[src/rtl/isfp_pkg.sv]
package isfp_pkg;

	localparam logic [7:0] HDR_BYTE = 8'h55;
	localparam int STORE_DEPTH = 9;
	localparam int POS_W = $clog2(STORE_DEPTH);

	typedef enum logic [1:0] {
		PH_HEADER  = 2'd0,
		PH_TYPE    = 2'd1,
		PH_PAYLOAD = 2'd2,
		PH_CHECK   = 2'd3
	} isfp_phase_t;

	// One decoded frame; packed lowest field last so it maps straight onto tdata.
	typedef struct packed {
		logic signed [15:0] value_d;
		logic signed [15:0] value_c;
		logic signed [15:0] value_b;
		logic signed [15:0] value_a;
		logic        [7:0]  frame_type;
	} isfp_result_t;

	typedef struct packed {
		logic             hit;
		isfp_phase_t      phase;
		logic [POS_W-1:0] pos;
	} isfp_stat_t;

endpackage

[src/rtl/imu_serial_frame_parser.sv]
// Frames 11-byte sensor packets out of a UART byte stream: header 0x55, type
// byte, eight payload bytes, and a checksum equal to the 8-bit sum of the
// first ten bytes. Each accepted input item is one received byte. A frame
// with a good checksum yields one output item holding the type byte and four
// little-endian signed 16-bit words; a bad frame is dropped without notice.
// A checksum byte of 0x55 also opens the next frame. Bytes are taken one per
// cycle while the output is not stalled: each item is registered on entry,
// moves through the framer (one 8-bit add and compare) once the output
// register can take a result, and a result lands in the output register,
// raising m_axis_tvalid, at that edge. s_axis_tready drops only while the
// output register holds an item that the sink is not taking.
module imu_serial_frame_parser
	import isfp_pkg::*;
(
	input  logic        clk,
	input  logic        arst_n,
	input  logic        s_axis_tvalid,
	output logic        s_axis_tready,
	input  logic [7:0]  s_axis_tdata,  // [7:0] rx_byte
	output logic        m_axis_tvalid,
	input  logic        m_axis_tready,
	output logic [71:0] m_axis_tdata   // [7:0] frame_type, [23:8] value_a,
	                                   // [39:24] value_b, [55:40] value_c,
	                                   // [71:56] value_d
);

	// input register
	logic         in_valid_s1;
	logic [7:0]   in_byte_s1;
	// output register
	logic         out_valid_q;
	isfp_result_t out_q;

	logic         advance;
	isfp_stat_t   stat;
	isfp_result_t result;

	// the byte in stage 1 moves on once the output register can take a result
	assign advance       = in_valid_s1 && (!out_valid_q || m_axis_tready);
	assign s_axis_tready = !in_valid_s1 || advance;

	always_ff @(posedge clk or negedge arst_n) begin
		if (!arst_n) begin
			in_valid_s1 <= 1'b0;
		end else if (s_axis_tready) begin
			in_valid_s1 <= s_axis_tvalid;
		end
	end

	always_ff @(posedge clk) begin
		if (s_axis_tready && s_axis_tvalid)
			in_byte_s1 <= s_axis_tdata;
	end

	isfp_framer u_framer (
		.clk     (clk),
		.arst_n  (arst_n),
		.step    (advance),
		.rx_byte (in_byte_s1),
		.stat    (stat),
		.result  (result)
	);

	always_ff @(posedge clk or negedge arst_n) begin
		if (!arst_n) begin
			out_valid_q <= 1'b0;
		end else if (advance && stat.hit) begin
			out_valid_q <= 1'b1;
		end else if (m_axis_tready) begin
			out_valid_q <= 1'b0;
		end
	end

	always_ff @(posedge clk) begin
		if (advance && stat.hit)
			out_q <= result;
	end

	assign m_axis_tvalid = out_valid_q;
	assign m_axis_tdata  = out_q;

	// a good checksum always lands a result
	a_hit_loads: assert property (@(posedge clk) disable iff (!arst_n)
		advance && stat.hit |=> m_axis_tvalid)
		else $error("checked frame did not reach the output register");

	// payload collection only ever sees store positions 1..8
	a_pos_range: assert property (@(posedge clk) disable iff (!arst_n)
		stat.phase == PH_PAYLOAD |->
			stat.pos >= POS_W'(1) && stat.pos < POS_W'(STORE_DEPTH))
		else $error("payload position out of range");

	// idle between frames leaves the position cleared
	a_hdr_pos: assert property (@(posedge clk) disable iff (!arst_n)
		stat.phase == PH_HEADER |-> stat.pos == '0)
		else $error("position not cleared while hunting for header");

	// an empty input register never blocks the source
	a_ready: assert property (@(posedge clk) disable iff (!arst_n)
		!in_valid_s1 |-> s_axis_tready)
		else $error("input stalled with empty input register");

endmodule

[src/rtl/isfp_framer.sv]
module isfp_framer
	import isfp_pkg::*;
(
	input  logic         clk,
	input  logic         arst_n,
	input  logic         step,
	input  logic [7:0]   rx_byte,
	output isfp_stat_t   stat,
	output isfp_result_t result
);

	isfp_phase_t      phase_q, phase_d;
	logic [POS_W-1:0] pos_q, pos_d;
	logic [7:0]       sum_q, sum_d;
	logic [7:0]       store_q [STORE_DEPTH];
	logic             wr_en;
	logic [POS_W-1:0] wr_addr;
	logic             pos_ok;

	assign pos_ok = (pos_q >= POS_W'(1)) && (pos_q < POS_W'(STORE_DEPTH));

	// next state
	always_comb begin
		phase_d = phase_q;
		pos_d   = pos_q;
		sum_d   = sum_q;
		wr_en   = 1'b0;
		wr_addr = pos_q;
		case (phase_q)
			PH_HEADER: begin
				if (rx_byte == HDR_BYTE) begin
					phase_d = PH_TYPE;
					pos_d   = '0;
					sum_d   = HDR_BYTE;
				end
			end
			PH_TYPE: begin
				wr_en   = 1'b1;
				wr_addr = '0;
				sum_d   = sum_q + rx_byte;
				pos_d   = POS_W'(1);
				phase_d = PH_PAYLOAD;
			end
			PH_PAYLOAD: begin
				if (pos_ok) begin
					wr_en = 1'b1;
					sum_d = sum_q + rx_byte;
					pos_d = pos_q + POS_W'(1);
					if (pos_q == POS_W'(STORE_DEPTH - 1))
						phase_d = PH_CHECK;
				end else begin
					phase_d = PH_CHECK;
				end
			end
			PH_CHECK: begin
				// a checksum byte equal to the header opens the next frame
				if (rx_byte == HDR_BYTE) begin
					phase_d = PH_TYPE;
					pos_d   = '0;
					sum_d   = HDR_BYTE;
				end else begin
					phase_d = PH_HEADER;
					pos_d   = '0;
					sum_d   = '0;
				end
			end
			default: begin
				phase_d = PH_HEADER;
			end
		endcase
	end

	// outputs
	always_comb begin
		stat.hit   = (phase_q == PH_CHECK) && (sum_q == rx_byte);
		stat.phase = phase_q;
		stat.pos   = pos_q;
		result.frame_type = store_q[0];
		result.value_a    = {store_q[2], store_q[1]};
		result.value_b    = {store_q[4], store_q[3]};
		result.value_c    = {store_q[6], store_q[5]};
		result.value_d    = {store_q[8], store_q[7]};
	end

	always_ff @(posedge clk or negedge arst_n) begin
		if (!arst_n) begin
			phase_q <= PH_HEADER;
			pos_q   <= '0;
			sum_q   <= '0;
		end else if (step) begin
			phase_q <= phase_d;
			pos_q   <= pos_d;
			sum_q   <= sum_d;
		end
	end

	always_ff @(posedge clk) begin
		if (step && wr_en)
			store_q[wr_addr] <= rx_byte;
	end

endmodule
[config.mk]
export PLATFORM = sky130hd
export DESIGN_NAME = imu_serial_frame_parser
export DESIGN_NICKNAME = d
export VERILOG_FILES = /design/src/rtl/isfp_pkg.sv /design/src/rtl/imu_serial_frame_parser.sv /design/src/rtl/isfp_framer.sv
export SDC_FILE = /design/constraint.sdc
export NUM_CORES = 1
export LEC_CHECK = 0
export BUFFER_PORTS_ARGS = -buffer_cell sky130_fd_sc_hd__buf_4
export CAP_MARGIN = 40
export CORE_MARGIN = 4
export CORE_UTILIZATION = 56
export DETAILED_ROUTE_END_ITERATION = 10
export PLACE_DENSITY = 0.83
export SETUP_SLACK_MARGIN = 0.4
export SLEW_MARGIN = 20
export SYNTH_ARGS = -nofsm -noshare
export SYNTH_HDL_FRONTEND = slang
export SYNTH_SLANG_ARGS = --single-unit
[constraint.sdc]
create_clock -name clk -period 8.8 [get_ports clk]
set_clock_uncertainty 0.15 [all_clocks]
set_input_delay 2.64 -clock clk [delete_from_list [all_inputs] [get_ports clk]]
set_output_delay 2.64 -clock clk [all_outputs]
set_load 0.03 [all_outputs]
Word level (Yosys, flattened, before mapping). Memories as Yosys holds them, arrays and structs flattened. A register that Yosys moved wholly into a read port is not among the register bits. Cells that the tools add are included.

Equal/unequal tests: 9. Order comparisons: 2. Reductions and logical operators: 14. Add/subtract/negate cells: 2. Muxes and demuxes: 19.

Operators by type and width (count): 8-bit case mux with 4 select lines (1); 8-bit two-way mux (2); 4-bit case mux with 4 select lines (1); 4-bit two-way mux (3); 8-bit adder (1); 8-bit by 7-bit == test with 1-bit output, second input constant (1); 8-bit == test (1); 2-bit case mux with 4 select lines (1); 7-bit two-way mux (1); 1-bit logical AND (6); 1-bit two-way mux (6); 2-bit two-way mux (3); 3-bit AND reduction (2); 4-bit by 1-bit adder with 4-bit output, second input constant (1); 2-bit == test, second input constant (2); 4-bit == test, second input constant (1); 4-bit by 1-bit >= comparator with 1-bit output, second input constant (1); 4-bit < comparator, second input constant (1); 2-bit by 1-bit inequality test with 1-bit output, second input constant (2); 3-bit inequality test, second input constant (1); 2-bit by 1-bit == test with 1-bit output, second input constant (1); 1-bit logical NOT (2); 2-bit logical NOT (1); 1-bit logical OR (2); other kinds (2) (2).

Bits of input ports: 12. Flip-flop bits (word level): 24. Output and inout port bits: 74. Logic and storage cells: 53. Memories: 1. Memory bits (writable): 72.

Memories: u_framer.store_q (words 9, bits a word 8, rd ports 9, clocked after Yosys merged registers in 9, write ports 1, line isfp_framer.sv:15) `logic [7:0] store_q [STORE_DEPTH];`.

Longest topological paths before layout. Gate-level depths: netlist (run 1).

Depth after elaboration: 7. Mapped depth: 8. Gate-level depth less buffers: 8.

By module. A second synthesis (run 1) with hierarchy kept.

Cells, all modules: 312. Area, all modules: 5973.2 µm².

Modules (own cells, without submodules): isfp_framer (cells each 222, area each 3462.1 µm², instances 1, seq. area each 2512.4 µm²); imu_serial_frame_parser (cells each 90, area each 2511.2 µm², instances 1, seq. area each 2452.4 µm²).

Worst setup path after synthesis (run 1). OpenSTA, ideal clock, no wires.

Path kind: input -> register. Start: input m_axis_tready. End: register out_valid_q, in the netlist m_axis_tvalid. Cell stages on the path: 4. Path slack: 0.073 ns. Path buffers: 0. Data arrival time: 8.482 ns. Data required time: 8.554 ns. Cells stage by stage: nor2b_1 -> nand2b_1 -> nor3_1 -> or2_2.

Word-level cells in the longest chain between the ends: 4. Elaborated cells on any way between the ends: 5. Classes of those cells: 1 x mux; 4 x reduce/logical.

RTL lines: from (decl) (line imu_serial_frame_parser.sv:21) `input logic m_axis_tready,`; 1-bit logical OR (line imu_serial_frame_parser.sv:39) `assign advance = in_valid_s1 && (!out_valid_q || m_axis_tready);`; 1-bit logical AND (line imu_serial_frame_parser.sv:39); 1-bit logical AND (line imu_serial_frame_parser.sv:67) `end else if (advance && stat.hit) begin`; 1-bit two-way mux or 2-bit nonzero test (tied branches); to (signal assigned) (line imu_serial_frame_parser.sv:66) `out_valid_q <= 1'b0;`; to (signal assigned) (line imu_serial_frame_parser.sv:68) `out_valid_q <= 1'b1;`; to (signal assigned) (line imu_serial_frame_parser.sv:70) `out_valid_q <= 1'b0;`; to (decl) (line imu_serial_frame_parser.sv:31) `logic out_valid_q;`.

Several ways; a longest one is shown, not always the timed one. A chain may end at the register's enable or synchronous reset.

Final worst setup path (run 1).
Start: input m_axis_tready. End: output s_axis_tready.

Word-level cells in the longest chain between the ends: 3.

RTL lines: 1-bit logical OR (line imu_serial_frame_parser.sv:39); 1-bit logical AND (line imu_serial_frame_parser.sv:39); 1-bit logical OR (line imu_serial_frame_parser.sv:40) `assign s_axis_tready = !in_valid_s1 || advance;`; to (decl) (line imu_serial_frame_parser.sv:18) `output logic s_axis_tready,`.

No other way between the ends.

==> results of run 1 <==
## power groups by stage
stage          Sequential, uW  Combinational, uW  Clock (uW)
6_report                  946                327         729
5_1_grt                   950                362         778
4_1_cts                   945                324         741
3_5_place_dp              961                315           0
3_3_place_gp              959                302           0
2_1_floorplan             948                256           0
## cell usage in the layout, fill, tap and decap left out, types with 5 or more instances in the layout
| cell type | synthesis | layout |
|---|---|---|
| buf_4 | 0 | 86 |
| dfrtp_1 | 16 | 16 |
| nor3_1 | 8 | 7 |
| nand2b_1 | 5 | 5 |
| clkbuf_16 | 0 | 16 |
| nand2_1 | 10 | 10 |
| edfxtp_1 | 152 | 152 |
| ha_1 | 15 | 15 |
| inv_1 | 12 | 12 |
| o21ai_0 | 9 | 9 |
| a21oi_1 | 11 | 11 |
| nor2_1 | 15 | 15 |
## registers in the layout (all words and copies together), names as in the netlist
register	cells
u_framer.store_q	72
m_axis_tdata	72
u_framer.pos_q	4
m_axis_tvalid	1
in_valid_s1	1
u_framer.sum_q	8
in_byte_s1	8
u_framer.phase_q	2
## final cells by class
cell class	count	share of cell area [%]
Clock buffer	17	5.62
Clock inverter	15	2.44
Inverter	12	0.611
Multi-Input combinational cell	125	12.5
Sequential cell	168	67.4
Tap cell	136	2.31
Timing Repair Buffer	89	9.10
## worst paths after layout
path,start,endpoint,cells after the start
max reg2reg,u_framer.phase_q[1],u_framer.store_q[5][7],6
min in group asynchronous,arst_n,u_framer.phase_q[1],1
min reg2reg,u_framer.store_q[3][3],m_axis_tdata[27],0
max in group asynchronous,arst_n,u_framer.sum_q[6],1
max,m_axis_tready,s_axis_tready,4
min,u_framer.store_q[3][3],m_axis_tdata[27],0
## logic make-up after synthesis
logic type,after synthesis
AOI/OAI and AO/OA,41
DFF,168
adders and majority gates,16
xor gates and xnor gates,4
muxes,4
buffers and inverters,16
and+or+nand+nor,60
## layer usage
metal  vias to the layer above  routed length (um)  track usage [%]
li1                       1404                   -                -
met1                      1499                4380             23.9
met2                       167                5410             29.6
met3                        24                 859             5.73
met4                         0                 263             6.65
met5                         -                   0                0
## worst max-delay path: cells and delay by family
kind	cells	cell delay, ns
buf+inv	2	0.29
simple gates	2	0.27
## through the flow
stage          utilization (%)  hold WS [ns]
3_5_place_dp              65.6         0.255
4_1_cts                   71.4         0.263
6_report                  71.4         0.262
5_1_grt                   71.4         0.272
3_3_place_gp              65.4         0.250
2_1_floorplan                -         0.250
==> impl_metrics.toml, run 1 <==
[outcome]
status = "finished, final reports clean"

[grt]
first_global_vias = 3143
grt_start_max_net_pins = 48
antenna_found_initial = 0
grt_pass1_wl_um = 17200
overflow = 0
grt_usage_pct = 18.4

[cts]
cts_tree = "yes"
path_clk_slew_ns = 0.07
postCtsSetupBuffers = 0
clock-sinks = 168
ctsHoldBuffers = 0
clk_latency_ns = 0.51
cts_resized = 0
cts.path.max_buffers = 2
root_buffer = "clkbuf_8"
h-tree-depth = 4
cts_buffers = 17

[yosys]
synth_common_cells = "edfxtp_1, dfrtp_1, ha_1, nor2_1, inv_1"
synthAdderAreaFrac_pct = 3.49
yosysTopAreaCellShare_pct = 76.8
synth.area.top_cells = "edfxtp_1, dfrtp_1, ha_1"
synth_top_family_by_area = "simple AND/OR/NAND/NOR gates"
synth_edf_count = 152
synth_flop_cell = "edfxtp_1"
synthXorXnorAreaFrac_pct = 0.589
synth_seq_cells = 168
yosys_warnings = 0
syn_area_per_cell_um2 = 19.2
yosys.area.top_type = "edfxtp_1"
synth_compound_area_share_pct = 4.97
yosysSeqAreaShare_pct = 83.5
syn_area_um2 = 5950
yosysMostFrequentCell = "edfxtp_1"
syn-num-nets = 337
ys_types = 49
synth_mux_area_share_pct = 0.757
synthCells = 309
async_reset_ff_share_pct = 9.52
yosys.area_share.simple_pct = 5.55

[sta]
final_max_slew_viol_count = 0
setup_ws_ns = 2.81
fmax_ghz = 0.167
setup_viol = 0
final_hold_viol_count = 0
rsz0062_at_grt = "no"
slew-limit-headroom_pct = 45.7
timing.final.crit_share_pct = 68.1
worstMarginPinSlew_ns = 0.812
setup_tns_ns = 0
fin_crit_ns = 5.99

[power]
intPower_uw = 1430
ir_drop_mv = 0.180
swShare_pct = 28.5
clockPowerShare_pct = 36.4
p_leak_uw = 0.00269
seqPwrFrac_pct = 47.2
combPwrFrac_pct = 16.3
total_power_uw = 2000
pwr_density_cell_nw_per_um2 = 272
p_sw_uw = 571

[worst_setup_path]
cp_max_fo = 3
max_stage_delay_ns = 0.18
crit_arrival_ns = 3.20
path_class = "in2out"
path_cells = "buf_4 -> nor2b_1 -> nand2_1 -> buf_4"
worst_setup_path_end_kind = "output port"
startpoint_type = "input port"
cpMaxStageDelayCell = "buf_4"
cpMostUsedCell = "buf_4"
crit_required_ns = 6.01
r2r_setup_slack_ns = 5.54

[placement]
hpwl_um = 6400
io_buffer_count = 85
place.gp.congestion = 0.879
place_area_um2 = 6780
dp_worst_setup_slack_ns = 2.81
place_inst = 530

[finish]
instances_no_fill = 562
n_antenna_cell = 0
multi_input_area_um2 = 925
syn_to_final_growth_pct = 23.9
final_cell_area_um2 = 7370
drive_gt1_share_pct = 31.0
nets = 441
fillers = 600
ff_latch_area_um2 = 4960

[floorplanning]
start_util_pct = 57.6
num_rows = 37
ios = 86
core_um2 = 10300
fp.dieW_um = 111
die_h_um = 111
dieArea_um2 = 12300

[detailed_routing]
drc = 0
drt_iter0_drc = 291
avgViaCountPerCell = 5.51
dr.pass1.iters = 5
drt-total-wl_um = 10900
num_vias = 3094
routedWlPerCell_um = 19.4
ant_nets = 0

[hold_path]
hold_class = "reg2reg"

[flow_run]
drv_cap = 0
No activity file was read; power rests on OpenSTA's default activity.
==> inputs of run 2 (changes only) <==
--- a/config.mk
+++ b/config.mk
@@ -8,9 +8,9 @@
 export BUFFER_PORTS_ARGS = -buffer_cell sky130_fd_sc_hd__buf_4
 export CAP_MARGIN = 40
 export CORE_MARGIN = 4
-export CORE_UTILIZATION = 56
+export CORE_UTILIZATION = 51
 export DETAILED_ROUTE_END_ITERATION = 10
-export PLACE_DENSITY = 0.83
+export PLACE_DENSITY = 0.8
 export SETUP_SLACK_MARGIN = 0.4
 export SLEW_MARGIN = 20
 export SYNTH_ARGS = -nofsm -noshare
==> constraint.sdc (replaced) <==
create_clock -name clk -period 5 [get_ports clk]
set_clock_uncertainty 0.15 [all_clocks]
set_input_delay 1.5 -clock clk [delete_from_list [all_inputs] [get_ports clk]]
set_output_delay 1.5 -clock clk [all_outputs]
set_load 0.03 [all_outputs]
==> run 2 against run 1 <==
  * Sequential power increased by 77%
  * Largest power group unchanged
  * Largest cell class unchanged
  * Core utilization decreased by 7.1 points
  * Power increased by 73%
  * Critical path type unchanged
  * Via count decreased by 0.84%
==> impl_metrics.toml, run 2 (synthesis gave the netlist of run 1 again) <==
[outcome]
status = "finished, final reports clean"

[detailed_routing]
num_vias = 3068
drt-total-wl_um = 10900
ant_nets = 0
drt_iter0_drc = 287
avgViaCountPerCell = 5.38
routedWlPerCell_um = 19.1
dr.pass1.iters = 4
drc = 0

[grt]
grt_start_max_net_pins = 41
grt_pass1_wl_um = 16700
grt_usage_pct = 17.2
first_global_vias = 3052
overflow = 0
antenna_found_initial = 0

[cts]
postCtsSetupBuffers = 0
cts_buffers = 17
h-tree-depth = 4
ctsHoldBuffers = 0
root_buffer = "clkbuf_16"
cts_resized = 0
path_clk_slew_ns = 0.06
clock-sinks = 168
cts.path.max_buffers = 2
cts_tree = "yes"
clk_latency_ns = 0.42

[worst_setup_path]
r2r_end = "u_framer.store_q[6][4]"
path_class = "in2out"
worstSetupEndpoint = "s_axis_tready"
startpoint_type = "input port"
worstReg2RegStart = "u_framer.phase_q[0]"
worst_setup_path_end_kind = "output port"
crit_required_ns = 3.35
crit_path_start = "m_axis_tready"
worst-r2r-cell-count = 6
r2r_setup_slack_ns = 1.95
crit_arrival_ns = 2.05
cp_max_fo = 3

[finish]
nets = 442
ff_latch_area_um2 = 4960
layout.cells.most_common_list = "edfxtp_1, buf_4, clkbuf_16, dfrtp_1"
n_antenna_cell = 0
layout_commonest_cell = "edfxtp_1"
multi_input_area_um2 = 925
fillers = 785
fin_util_pct = 64.3
drive_gt1_share_pct = 30.2
syn_to_final_growth_pct = 23.5

[hold_path]
hold_class = "reg2reg"
min_path_cells = 0

[floorplanning]
die_h_um = 116
core_um2 = 11400
num_rows = 39
dieArea_um2 = 13500
start_util_pct = 52.1
fp.dieW_um = 116
ios = 86

[power]
p_leak_uw = 0.00266
pwr_density_cell_nw_per_um2 = 472
ir_drop_mv = 0.268

[placement]
dp_worst_setup_slack_ns = 1.30
place.gp.congestion = 0.882
hpwl_um = 6880
io_buffer_count = 85

[sta]
rsz0062_at_grt = "no"
setup_ws_ns = 1.30
fin_crit_ns = 3.70
final_hold_viol_count = 0
final_max_slew_viol_count = 0
timing.final.crit_share_pct = 73.9
worstMarginPinSlew_ns = 0.678
setup_viol = 0
slew-limit-headroom_pct = 54.6
setup_tns_ns = 0
fmax_ghz = 0.270

[flow_run]
drv_cap = 0
run 2: power breakdown:
group	switching, uW	internal (uW)
Clock	519	685
Sequential	69.5	1600
Combinational	357	237
Total	945	2520
run 2: critical path, stage by stage:
cell and delay (ns):
buf_4 0.11, nor2b_1 0.16, nand2_1 0.10, buf_4 0.18
run 2: worst min path at each step:
stage                                       from          endpoint  slack (ns)
after floorplan           u_framer.store_q[0][0]   m_axis_tdata[0]        0.25
after global placement    u_framer.store_q[0][7]   m_axis_tdata[7]        0.25
after detailed placement  u_framer.store_q[1][7]  m_axis_tdata[15]        0.25
after CTS                 u_framer.store_q[1][0]   m_axis_tdata[8]        0.26
after global routing      u_framer.store_q[8][5]  m_axis_tdata[69]        0.27
final                     u_framer.store_q[1][0]   m_axis_tdata[8]        0.27
run 2: routing by layer:
metal | GRT usage [%] | vias to the layer above | share of wire (%)
li1 | - | 1405 | -
met1 | 21.7 | 1515 | 39
met2 | 27.8 | 131 | 52
met3 | 5.12 | 17 | 7.5
met4 | 7.73 | 0 | 1.2
met5 | 0 | - | 0
run 2: final cells by class:
class                      count  area share [%]
clock buffer                  17            5.79
clock inverter                15            1.72
inverter                      12           0.613
multi-input combinational    125            12.6
sequential                   168            67.6
tap                          143            2.44
timing repair buffer          90            9.22
run 2: per-stage QoR:
stage                     std cells  hold WS, ns  power [uW]  area [um2]
after floorplan                 309        0.250        2120        5960
after global placement          536        0.252        2230        6770
after detailed placement        537        0.255        2260        6780
after CTS                       569        0.265        3470        7330
after global routing            570        0.273        3630        7340
final                           570        0.266        3460        7340
